<file path="src/rtl/mwwp_pkg.sv">
`default_nettype none
package mwwp_pkg;

    // ring depth, kept a power of two so slot indexes wrap naturally
    localparam int WindowDepth = 64;
    localparam int AddrW       = $clog2(WindowDepth);
    localparam int CountW      = $clog2(WindowDepth + 1);

    localparam int BytesW = 48;
    localparam int TimeW  = 48;
    localparam int WidthW = 32;
    localparam int CfgW   = 48;
    localparam int CfgIdxW = 3;

    localparam logic [CfgIdxW-1:0] CFG_MEMORY_LIMIT      = 3'd0;
    localparam logic [CfgIdxW-1:0] CFG_INSTANT_WATERMARK = 3'd1;
    localparam logic [CfgIdxW-1:0] CFG_WINDOW_WATERMARK  = 3'd2;
    localparam logic [CfgIdxW-1:0] CFG_WINDOW_WIDTH_US   = 3'd3;

    localparam logic [1:0] VERDICT_OK   = 2'd0;
    localparam logic [1:0] VERDICT_INT  = 2'd1;
    localparam logic [1:0] VERDICT_KILL = 2'd2;

    localparam logic [BytesW-1:0] LIMIT_RESET = {BytesW{1'b1}};
    localparam logic [WidthW-1:0] WIDTH_RESET = 32'd15000000;

    typedef struct packed {
        logic accept;    // append the new sample
        logic exp_load;  // fetch the oldest entry time
        logic expire;    // test and pop the oldest entry
        logic scan;      // step the peak scan
        logic finish;    // load the result register
    } t_cmd;

    typedef struct packed {
        logic expired;   // oldest entry lies outside the window
        logic scan_done;
        logic out_free;
    } t_status;

endpackage
`default_nettype wire

</file>
<file path="src/rtl/mwwp_ctrl.sv">
`default_nettype none
module mwwp_ctrl (
    input  wire logic             i_clk,
    input  wire logic             i_rst_n,
    input  wire logic             i_in_valid,
    output logic                  o_in_ready,
    input  wire mwwp_pkg::t_status i_status,
    output mwwp_pkg::t_cmd        o_cmd
);
    import mwwp_pkg::*;

    localparam logic [2:0] ST_IDLE      = 3'd0;
    localparam logic [2:0] ST_EXP_START = 3'd1;
    localparam logic [2:0] ST_EXPIRE    = 3'd2;
    localparam logic [2:0] ST_SCAN      = 3'd3;
    localparam logic [2:0] ST_DONE      = 3'd4;

    logic [2:0] r_state;
    logic [2:0] n_state;

    always_comb begin
        n_state = r_state;
        o_cmd   = '0;
        o_in_ready = 1'b0;
        case (r_state)
            ST_IDLE: begin
                o_in_ready = 1'b1;
                if (i_in_valid) begin
                    o_cmd.accept = 1'b1;
                    n_state = ST_EXP_START;
                end
            end
            ST_EXP_START: begin
                o_cmd.exp_load = 1'b1;
                n_state = ST_EXPIRE;
            end
            ST_EXPIRE: begin
                o_cmd.expire = 1'b1;
                if (!i_status.expired) begin
                    n_state = ST_SCAN;
                end
            end
            ST_SCAN: begin
                o_cmd.scan = 1'b1;
                if (i_status.scan_done) begin
                    n_state = ST_DONE;
                end
            end
            ST_DONE: begin
                if (i_status.out_free) begin
                    o_cmd.finish = 1'b1;
                    n_state = ST_IDLE;
                end
            end
            default: begin
                n_state = ST_IDLE;
            end
        endcase
    end

    always_ff @(posedge i_clk) begin
        if (!i_rst_n) begin
            r_state <= ST_IDLE;
        end else begin
            r_state <= n_state;
        end
    end

endmodule
`default_nettype wire

</file>
<file path="config.mk">
export PLATFORM = sky130hd
export DESIGN_NAME = mwwp_ctrl
export DESIGN_NICKNAME = d
export VERILOG_FILES = /design/src/rtl/mwwp_pkg.sv /design/src/rtl/mwwp_ctrl.sv
export SDC_FILE = /design/constraint.sdc
export NUM_CORES = 1
export LEC_CHECK = 0
export BUFFER_PORTS_ARGS = -buffer_cell sky130_fd_sc_hd__buf_2
export CAP_MARGIN = 20
export CORE_AREA = 2 2 39 41
export CTS_CLUSTER_DIAMETER = 30
export CTS_CLUSTER_SIZE = 28
export DETAILED_ROUTE_END_ITERATION = 7
export DIE_AREA = 0 0 41 43
export GPL_ROUTABILITY_DRIVEN = 0
export GPL_TIMING_DRIVEN = 0
export PLACE_DENSITY_LB_ADDON = 0.3
export SLEW_MARGIN = 25
export SYNTH_ARGS = -nofsm -noshare
export SYNTH_HDL_FRONTEND = slang
export SYNTH_SLANG_ARGS = --single-unit
</file>
<file path="constraint.sdc">
create_clock -name i_clk -period 2.1 [get_ports i_clk]
set_input_delay 0.105 -clock i_clk [delete_from_list [all_inputs] [get_ports i_clk]]
set_output_delay 0.105 -clock i_clk [all_outputs]
set_load 0.02 [all_outputs]
</file>
* After elaboration in Yosys (flattened, before gate mapping)
Cells that the tools add are included.
** Cells by class
- Equality and inequality tests :: 8
- Mux-type cells :: 13
- Reductions and logical operators :: 2
** Operator list (count)
- one-hot mux 3 bit (5 select lines) :: 1
- two-way mux 3 bit :: 4
- two-way mux 1 bit :: 8
- inequality test 2 bit (second input constant) :: 4
- equality test 3 x 2 -> 1 bit (second input constant) :: 2
- AND reduction 4 bit :: 1
- equality test 3 x 1 -> 1 bit (second input constant) :: 1
- equality test 3 bit (second input constant) :: 1
- logical NOT 3 bit :: 1
** Storage, ports and cells
- Word-level logic and storage cells :: 24
- Output and inout bits :: 6
- Input port bits :: 6
- Register bits :: 3

* Depth between registers and ports, before layout
Gate-level depths: netlist of the first run.
- Depth in word-level cells :: 3
- Gate-level depth with buffers :: 3
- Depth with buffers taken out :: 2

* Least setup slack after synthesis of the first run
No wires, ideal clock.
- Path kind :: reg2out
- From :: reg r_state[1]
- To :: out o_cmd[4] (netlist bit)
- Slack :: 728 ps
- Cell stages (with the launch flop) :: 4
- Data arrival time :: 1267 ps
- Cells stage by stage :: dfxtp_1 -> buf_6 -> nor3_1 -> and2_1
** RTL lines
- from (decl) :: RTL line mwwp_ctrl.sv:18 : logic [2:0] r_state;
- from (signal assigned) :: RTL line mwwp_ctrl.sv:65 : r_state <= n_state;
- to (decl) :: RTL line mwwp_ctrl.sv:8 : output mwwp_pkg::t_cmd o_cmd

==> impl_metrics.py, run 1 <==
metrics = {
    "sta": {
        "grt_setup_unrepaired": "false",
        "fmax_ghz": 0.778,
        "period_share_pct": 61.2,
        "hold_viol": 0,
        "clock_skew_ns": 0.00190,
        "fin_setup_tns_ns": 0,
        "period_needed_ns": 1.29,
        "final_max_slew_viol_count": 0,
        "slew_headroom_pct": 79.8,
        "worst_pin_slew_ns": 0.298,
        "setup_violations": 0,
    },
    "die": {
        "ios": 12,
        "dieArea_mm2": 0.00176,
        "start_util_pct": 14.7,
        "rows": 14,
        "core-area_mm2": 0.00138,
        "die_h_um": 43,
        "dieWidth_um": 41,
    },
    "place": {
        "io_buffers": 11,
        "dp_hpwl_um": 394,
    },
    "clock_tree": {
        "clk_latency_ns": 0.23,
        "clk_pin_slew_ns": 0.04,
        "cts_num_sinks": 3,
        "hold_buffers": 0,
        "ctsRootBufferMaster": "clkbuf_4",
        "post_cts_buffers": 0,
        "htree_num_levels": 1,
        "cts_buffer_depth": 2,
        "cts_tree": "done",
        "cts_buffers": 3,
        "post_cts_resized": 0,
    },
    "setup_path": {
        "critPathMaxFanout": 10,
        "reg2reg_slack_ns": 0.95,
        "critPathCaptureType": "output pin",
        "critPathKind": "register to output pin",
        "critPathLaunchType": "register",
        "arrival_ns": 1.18,
        "cp-startpoint": "r_state[1]",
        "worstPathRequired_ns": 2.00,
        "rr_startpoint": "r_state[1]",
        "reg2reg_depth": 3,
    },
    "pwr": {
        "cellInternalPower_uw": 164,
        "seqPwrFrac_pct": 27.8,
        "p_sw_share_pct": 29.0,
        "pwr-share-comb_pct": 30.0,
        "power.leakage_uw": 0.000144,
        "power.switching_uw": 67.1,
        "powerDensity_mw_per_mm2": 758,
        "vdd_drop_max_uv": 163,
        "clkPwrFrac_pct": 42.3,
    },
    "layout": {
        "syn_to_final_growth_pct": 49.7,
        "fin_util_pct": 22.1,
        "top_regs": "r_state x3",
        "drive_above_1_share_pct": 47.2,
        "antennaDiodeCount": 0,
        "final_nets": 43,
        "fillers": 165,
        "largest_register_ffs": 3,
        "top_register": "r_state",
    },
    "drt": {
        "routed_wl_um": 500,
        "drc": 0,
        "num_vias": 215,
        "viasPerCell": 4.13,
        "detail-route-antenna-nets": 0,
        "drtIter0Drc": 2,
        "wl_per_cell_um": 9.62,
        "drtPass1Iterations": 3,
    },
    "hold_path": {
        "whs_path_depth": 2,
        "hp-class": "primary input to register",
        "hp-start": "i_in_valid",
    },
    "yosys": {
        "syn_area_per_cell_um2": 9.71,
        "syn_nets": 27,
        "netlist_instances": 21,
        "ys_warn_count": 0,
        "synth-seq-area-share_pct": 29.4,
        "synth_cell_types": 17,
        "syn_area_um2": 204,
        "synth-seq-cells": 3,
    },
    "global_route": {
        "use_met2_pct": 10.3,
        "grt_pass1_wl_um": 890,
        "grt_busiest_layer": "met2",
        "grt_pass1_vias": 221,
        "use_met3_pct": 2.09,
        "antenna_found_initial": 0,
        "grt_max_degree": 11,
        "grtUsageMet1_pct": 8.97,
        "gr-total-overflow": 0,
        "grt_usage_pct": 8.02,
    },
    "run_status": {
        "outcome": "finished clean",
    },
    "run": {
        "maxCapViolations": 0,
    },
}
## critical path: stages (launching register included)
cell	delay, ns
dfxtp_1	0.29
buf_6	0.13
nor3_1	0.22
and2_1	0.15
buf_2	0.16
## final timing paths
check / endpoint
worst max-delay path: o_cmd[4]
worst min-delay path: r_state[0]
worst max register to register: r_state[2]
worst min register to register: r_state[2]
## kinds of logic after synthesis
logic type	after synthesis	share of synthesized area, %
and+or+nand+nor	13	46.0
muxes	1	4.91
DFF	3	29.4
AOI/OAI and AO/OA	2	8.59
buffers and inverters	2	11.0
## cell type report
class | count | area (µm²) | area share, %
Tap cell | 16 | 20.0 | 6.56
Multi-Input combinational cell | 16 | 121 | 39.8
Clock buffer | 4 | 26.3 | 8.61
Sequential cell | 3 | 60.1 | 19.7
Timing Repair Buffer | 11 | 55.1 | 18.0
Buffer | 2 | 22.5 | 7.38
## cells in the mapped netlist
cell	instances	area share [%]
nor3b_1	2	7.4
and3b_2	1	4.9
or4b_1	1	4.9
nor3_1	1	2.5
buf_6	2	11
dfxtp_1	3	29
nand3_1	1	2.5
nand4b_1	1	4.3
a21boi_1	1	3.7
nor4b_1	1	4.3
a32o_1	1	4.9
and3_1	1	3.1
and3b_1	1	4.3
nor2b_1	1	3.1
and2_1	1	3.1
nor2_1	1	1.8
mux2i_1	1	4.9
## power by group through the flow
stage / clock network [µW] / registers, µW / logic (µW)
after floorplan: 0 / 64.8 / 48.8
after global placement: 0 / 65.0 / 70.2
after detailed placement: 0 / 65.1 / 70.6
after CTS: 103 / 64.2 / 70.7
after global routing: 104 / 64.6 / 76.7
final: 97.7 / 64.2 / 69.3
## metrics by stage
step	hold slack (ns)	power, µW	area (µm²)	worst slack (ns)	cells
2_1_floorplan	0.231	114	204	0.728	21
3_3_place_gp	0.350	135	279	0.941	48
3_5_place_dp	0.353	136	279	0.952	48
4_1_cts	0.111	238	305	0.775	52
5_1_grt	0.124	246	305	0.723	52
6_report	0.108	231	305	0.814	52
## metal layers
metal | up-vias | wire length (µm)
met5 | - | 0
met4 | 0 | 14
li1 | 108 | -
met3 | 2 | 30
met2 | 6 | 250
met1 | 99 | 205
## layout by cell type, fill, tap and decap left out
cell	count
a21boi_1	1
a32o_1	1
and2_1	1
and3_1	1
and3b_1	1
and3b_2	1
buf_2	11
buf_6	2
clkbuf_1	1
clkbuf_4	3
dfxtp_1	3
mux2i_1	1
nand3_1	1
nand4b_1	1
nor2_1	1
nor2b_1	1
nor3_1	1
nor3b_1	2
nor4b_1	1
or4b_1	1
No activity file was read; power rests on OpenSTA's default activity.
==> run 2: changes to the inputs <==
Settings changed: ABC_AREA set to 1.
Clock period 2.1 ns to 1.3 ns, I/O delays scaled along.
==> run 2 against run 1 <==
Combinational power rose to 3.3 times the previous value. Sequential power up 120%. Largest power group is now combinational cells. Critical path type unchanged. Register-to-register slack worse by 0.78 ns. Critical endpoint unchanged. Utilization up 0.81 points. Design area up 3.7%. Global-route usage down 1.9 points. Clock power up 66%.
==> impl_metrics.py, run 2 <==
metrics = {
    "run_status": {
        "outcome": "finished clean",
    },
    "die": {
        "die_h_um": 43,
        "dieArea_mm2": 0.00176,
        "dieWidth_um": 41,
        "ios": 12,
        "core-area_mm2": 0.00138,
        "start_util_pct": 14.8,
        "rows": 14,
    },
    "setup_path": {
        "critPathCaptureType": "output pin",
        "critPathLaunchType": "register",
        "cpMaxStageDelayCell": "dfxtp_1",
        "critPathKind": "register to output pin",
        "critPathMaxFanout": 6,
        "slowest_delay_ns": 0.37,
        "reg2reg_depth": 7,
        "crit_chain": "nor2_4 > inv_1 > nor3_2 > buf_2",
        "worstPathRequired_ns": 1.24,
        "arrival_ns": 1.11,
    },
    "global_route": {
        "gr-total-overflow": 0,
        "grt_usage_pct": 6.11,
        "grt_pass1_vias": 205,
        "antenna_found_initial": 0,
        "grt_pass1_wl_um": 669,
        "grt_max_degree": 8,
    },
    "pwr": {
        "power.switching_uw": 221,
        "power.leakage_uw": 0.000182,
        "cellInternalPower_uw": 309,
        "vdd_drop_max_uv": 430,
        "pwr-share-comb_pct": 43.3,
        "clkPwrFrac_pct": 30.5,
        "seqPwrFrac_pct": 26.2,
        "p_total_uw": 530,
        "powerDensity_mw_per_mm2": 1670,
        "p_sw_share_pct": 41.7,
    },
    "layout": {
        "antennaDiodeCount": 0,
        "drive_above_1_share_pct": 37.3,
        "top_regs": "r_state x3",
        "layout_common_cells": "buf_2, nand2_1, inv_1",
        "final_nets": 58,
        "layout_commonest_cell": "buf_2",
        "top_register": "r_state",
        "seqCellArea_um2": 60.1,
        "syn_to_final_growth_pct": 54.3,
        "multiInputGateArea_um2": 125,
        "fin_util_pct": 22.9,
        "largest_register_ffs": 3,
        "fillers": 170,
    },
    "drt": {
        "drc": 0,
        "wl_per_cell_um": 7.10,
        "drtPass1Iterations": 2,
        "routed_wl_um": 476,
        "detail-route-antenna-nets": 0,
        "viasPerCell": 3.73,
        "num_vias": 250,
        "drtIter0Drc": 2,
    },
    "sta": {
        "period_share_pct": 90.7,
        "setup_violations": 0,
        "fmax_ghz": 0.848,
        "hold_viol": 0,
        "period_needed_ns": 1.18,
        "grt_setup_unrepaired": "false",
        "slew_headroom_pct": 83.0,
        "fin_setup_tns_ns": 0,
        "worst_pin_slew_ns": 0.254,
        "clock_skew_ns": 0.00192,
        "whs_ns": 0.0919,
        "final_max_slew_viol_count": 0,
    },
    "yosys": {
        "ys_warn_count": 0,
        "synth-seq-cells": 3,
        "syn_nets": 42,
        "synth_edf_count": 0,
        "synth_cell_types": 10,
        "synth_top_cells_by_count": "nand2_1, inv_1, nor2_1",
        "synth.most_common_cell": "nand2_1",
        "synth-seq-area-share_pct": 29.3,
        "syn_area_per_cell_um2": 5.70,
        "yosys.area.top_type": "dfxtp_1",
        "syn_area_um2": 205,
        "netlist_instances": 36,
        "synthArstFlopShare_pct": 0,
        "synth_top_cell_area_share_pct": 29.3,
        "synth-main-ff-cell": "dfxtp_1",
        "ys_top_cells_by_area": "dfxtp_1, nand2_1, inv_1",
    },
    "hold_path": {
        "whs_path_depth": 3,
        "hp-class": "primary input to register",
    },
    "place": {
        "io_buffers": 11,
        "dp_hpwl_um": 385,
    },
    "clock_tree": {
        "cts_tree": "done",
        "cts_buffer_depth": 2,
        "hold_buffers": 0,
        "clk_pin_slew_ns": 0.04,
        "htree_num_levels": 1,
        "cts_num_sinks": 3,
        "ctsRootBufferMaster": "clkbuf_4",
        "post_cts_resized": 0,
        "post_cts_buffers": 0,
        "cts_buffers": 3,
        "clk_latency_ns": 0.23,
    },
    "run": {
        "maxCapViolations": 0,
    },
}
[run 2: path summary, 6_finish.rpt]
| path | from | end | slack, ns |
|---|---|---|---|
| min | i_rst_n | r_state[1] | 0.09 |
| max | r_state[2] | o_cmd[4] | 0.12 |
| max reg2reg | r_state[1] | r_state[1] | 0.17 |
| min reg2reg | r_state[0] | r_state[0] | 0.62 |
[run 2: cell type report]
cell class,count,area share [%]
Timing Repair Buffer,11,17.4
Tap cell,16,6.32
Clock buffer,4,8.30
Inverter,8,9.49
Multi-Input combinational cell,25,39.5
Sequential cell,3,19.0
[run 2: cells by family (layout without fill, tap and decap cells)]
family,Yosys count,in the layout,share of synthesized area (%)
DFF,3,3,29.3
and+or+nand+nor,21,21,44.5
AOI/OAI and AO/OA,4,4,11.6
buffers and inverters,8,23,14.6
[run 2: power groups by stage]
stage / sequential (µW) / clock (µW) / combinational [µW]
floorplan: 131 / 0 / 167
global placement: 137 / 0 / 225
detailed placement: 136 / 0 / 224
CTS: 134 / 168 / 225
global route: 141 / 172 / 257
finish: 139 / 162 / 229
[run 2: critical path, delay by kind of cell (launching register included)]
kind                   cells  cell delay (ns)
flip-flops                 1             0.37
buffers and inverters      2             0.26
AND/OR/NAND/NOR            2             0.26
[run 2: metal layers]
metal	vias up	global-route usage (%)	part of all wire, %	routed length [µm]
li1	140	-	-	-
met4	0	6.00	0	0
met5	-	0	0	0
met1	106	5.75	41	193
met3	0	3.14	7.8	37
met2	4	8.75	51	245
[run 2: stage by stage]
step | setup WS [ns] | area (µm²) | std cells
finish | 0.121 | 317 | 67
global route | 0.0227 | 317 | 67
CTS | 0.0556 | 307 | 67
detailed placement | 0.184 | 280 | 63
global placement | 0.174 | 280 | 63
floorplan | 0.135 | 205 | 36
==> run 3: changes to the inputs <==
Settings changed: BUFFER_PORTS_ARGS -buffer_cell sky130_fd_sc_hd__buf_2 to -buffer_cell sky130_fd_sc_hd__buf_4.
==> run 3 against run 2 <==
Combinational power up 11%. Register-to-register slack about the same. Global-route usage up 0.60 points. Sequential share of layout area down 1.3 points. Cell count unchanged. Setup slack worse by 0.030 ns. Sequential cell count unchanged. Power up 5.6%. Clock skew about the same. Worst hold slack worse by 0.0045 ns. Wire length up 6.7%. First-iteration DRC count up 50%. Critical path type unchanged.
==> impl_metrics.py, run 3 (synthesis results as in run 2) <==
metrics = {
    "run_status": {
        "outcome": "finished clean",
    },
    "hold_path": {
        "whs_path_depth": 3,
        "hp-class": "primary input to register",
        "hp-start": "i_rst_n",
        "hold_end": "r_state[1]",
    },
    "sta": {
        "slew_headroom_pct": 82.3,
        "fmax_ghz": 0.827,
        "final_max_slew_viol_count": 0,
        "clock_skew_ns": 0.00187,
        "worst_pin_slew_ns": 0.265,
        "grt_setup_unrepaired": "false",
        "setup_violations": 0,
        "fin_setup_tns_ns": 0,
        "period_needed_ns": 1.21,
        "period_share_pct": 93.0,
        "hold_viol": 0,
    },
    "global_route": {
        "gr-total-overflow": 0,
        "grt_max_degree": 8,
        "grt_usage_pct": 6.71,
        "antenna_found_initial": 0,
        "grt_pass1_wl_um": 745,
        "grt_pass1_vias": 209,
    },
    "pwr": {
        "vdd_drop_max_uv": 468,
        "power.leakage_uw": 0.000186,
        "powerDensity_mw_per_mm2": 1650,
    },
    "die": {
        "core-area_mm2": 0.00138,
        "start_util_pct": 14.8,
        "rows": 14,
        "dieWidth_um": 41,
        "ios": 12,
        "dieArea_mm2": 0.00176,
        "die_h_um": 43,
    },
    "clock_tree": {
        "cts_buffers": 3,
        "clk_pin_slew_ns": 0.04,
        "cts_num_sinks": 3,
        "cts_tree": "done",
        "cts_buffer_depth": 2,
        "ctsRootBufferMaster": "clkbuf_4",
        "hold_buffers": 0,
        "htree_num_levels": 1,
        "clk_latency_ns": 0.23,
    },
    "layout": {
        "fillers": 163,
        "antennaDiodeCount": 0,
        "syn_to_final_growth_pct": 65.2,
        "largest_register_ffs": 3,
        "final_nets": 58,
        "top_regs": "r_state x3",
        "layout_commonest_cell": "buf_4",
        "drive_above_1_share_pct": 35.3,
        "layout_common_cells": "buf_4, nand2_1, inv_1",
        "final_area_um2": 339,
        "top_register": "r_state",
    },
    "place": {
        "io_buffers": 11,
        "placed_area_um2": 308,
        "dp_hpwl_um": 383,
    },
    "setup_path": {
        "critPathMaxFanout": 6,
        "worstPathRequired_ns": 1.24,
        "reg2reg_to": "r_state[1]",
        "reg2reg_depth": 7,
        "critPathLaunchType": "register",
        "critPathCaptureType": "output pin",
        "reg2reg_slack_ns": 0.16,
        "arrival_ns": 1.14,
        "rr_startpoint": "r_state[1]",
        "critPathKind": "register to output pin",
    },
    "drt": {
        "drtIter0Drc": 3,
        "drtPass1Iterations": 2,
        "drc": 0,
        "num_vias": 255,
        "wl_per_cell_um": 7.58,
        "viasPerCell": 3.81,
        "routed_wl_um": 508,
        "detail-route-antenna-nets": 0,
    },
    "run": {
        "maxCapViolations": 0,
    },
}
run 3: cell types whose count changed in the layout (fill, tap and decap cells not counted):
cell,delta
nor3_1,+1
buf_4,+11
nor3_2,-1
buf_2,-11
run 3: cell type report:
type / instances / area, µm² / area share (%)
Multi-Input combinational cell: 25 / 120 / 35.4
Timing Repair Buffer: 11 / 82.6 / 24.4
Sequential cell: 3 / 60.1 / 17.7
Inverter: 8 / 30.0 / 8.86
Clock buffer: 4 / 26.3 / 7.75
Tap cell: 16 / 20.0 / 5.90
run 3: routing by layer:
layer	vias up	GRT usage (%)	routed length, µm
li1	138	-	-
met1	111	6.39	217
met2	6	9.06	257
met3	0	4.71	33
met4	0	6.00	0
met5	-	0	0
run 3: what timing repair did:
item,4_1_cts,5_1_grt
endpoints found under the hold margin,0,0
setup endpoints to repair,0,1
setup buffers,0,0
gates resized for setup,0,1
run 3: worst max-delay path: stages (launching register included):
cell	delay, ns
dfxtp_1	0.37
nor2_4	0.18
inv_1	0.07
nor3_1	0.13
buf_4	0.17
run 3: worst max-delay path by stage:
stage                     startpoint         end  slack [ns]  cells after the start
after floorplan           r_state[1]  r_state[1]        0.13                      7
after global placement    r_state[1]  r_state[1]        0.16                      7
after detailed placement  r_state[1]  r_state[1]        0.17                      7
after CTS                 r_state[2]    o_cmd[4]        0.03                      4
after global routing      r_state[2]    o_cmd[4]        0.02                      4
final                     r_state[2]    o_cmd[4]        0.09                      4
run 3: report_power, final:
part / switching, µW / internal [µW] / total [µW]
Combinational: 147 / 108 / 255
Clock: 50.6 / 115 / 166
Sequential: 28.6 / 110 / 139
Total: 226 / 333 / 559
run 3: per-stage QoR:
step	util (%)	total power (µW)	setup slack [ns]	hold slack, ns	std cells
global placement	22.2	391	0.164	0.335	63
CTS	24.1	567	0.0305	0.0835	67
detailed placement	22.2	391	0.165	0.332	63
finish	24.5	559	0.0907	0.0874	67
global route	24.5	606	0.0161	0.0960	67
floorplan	-	298	0.135	0.222	36
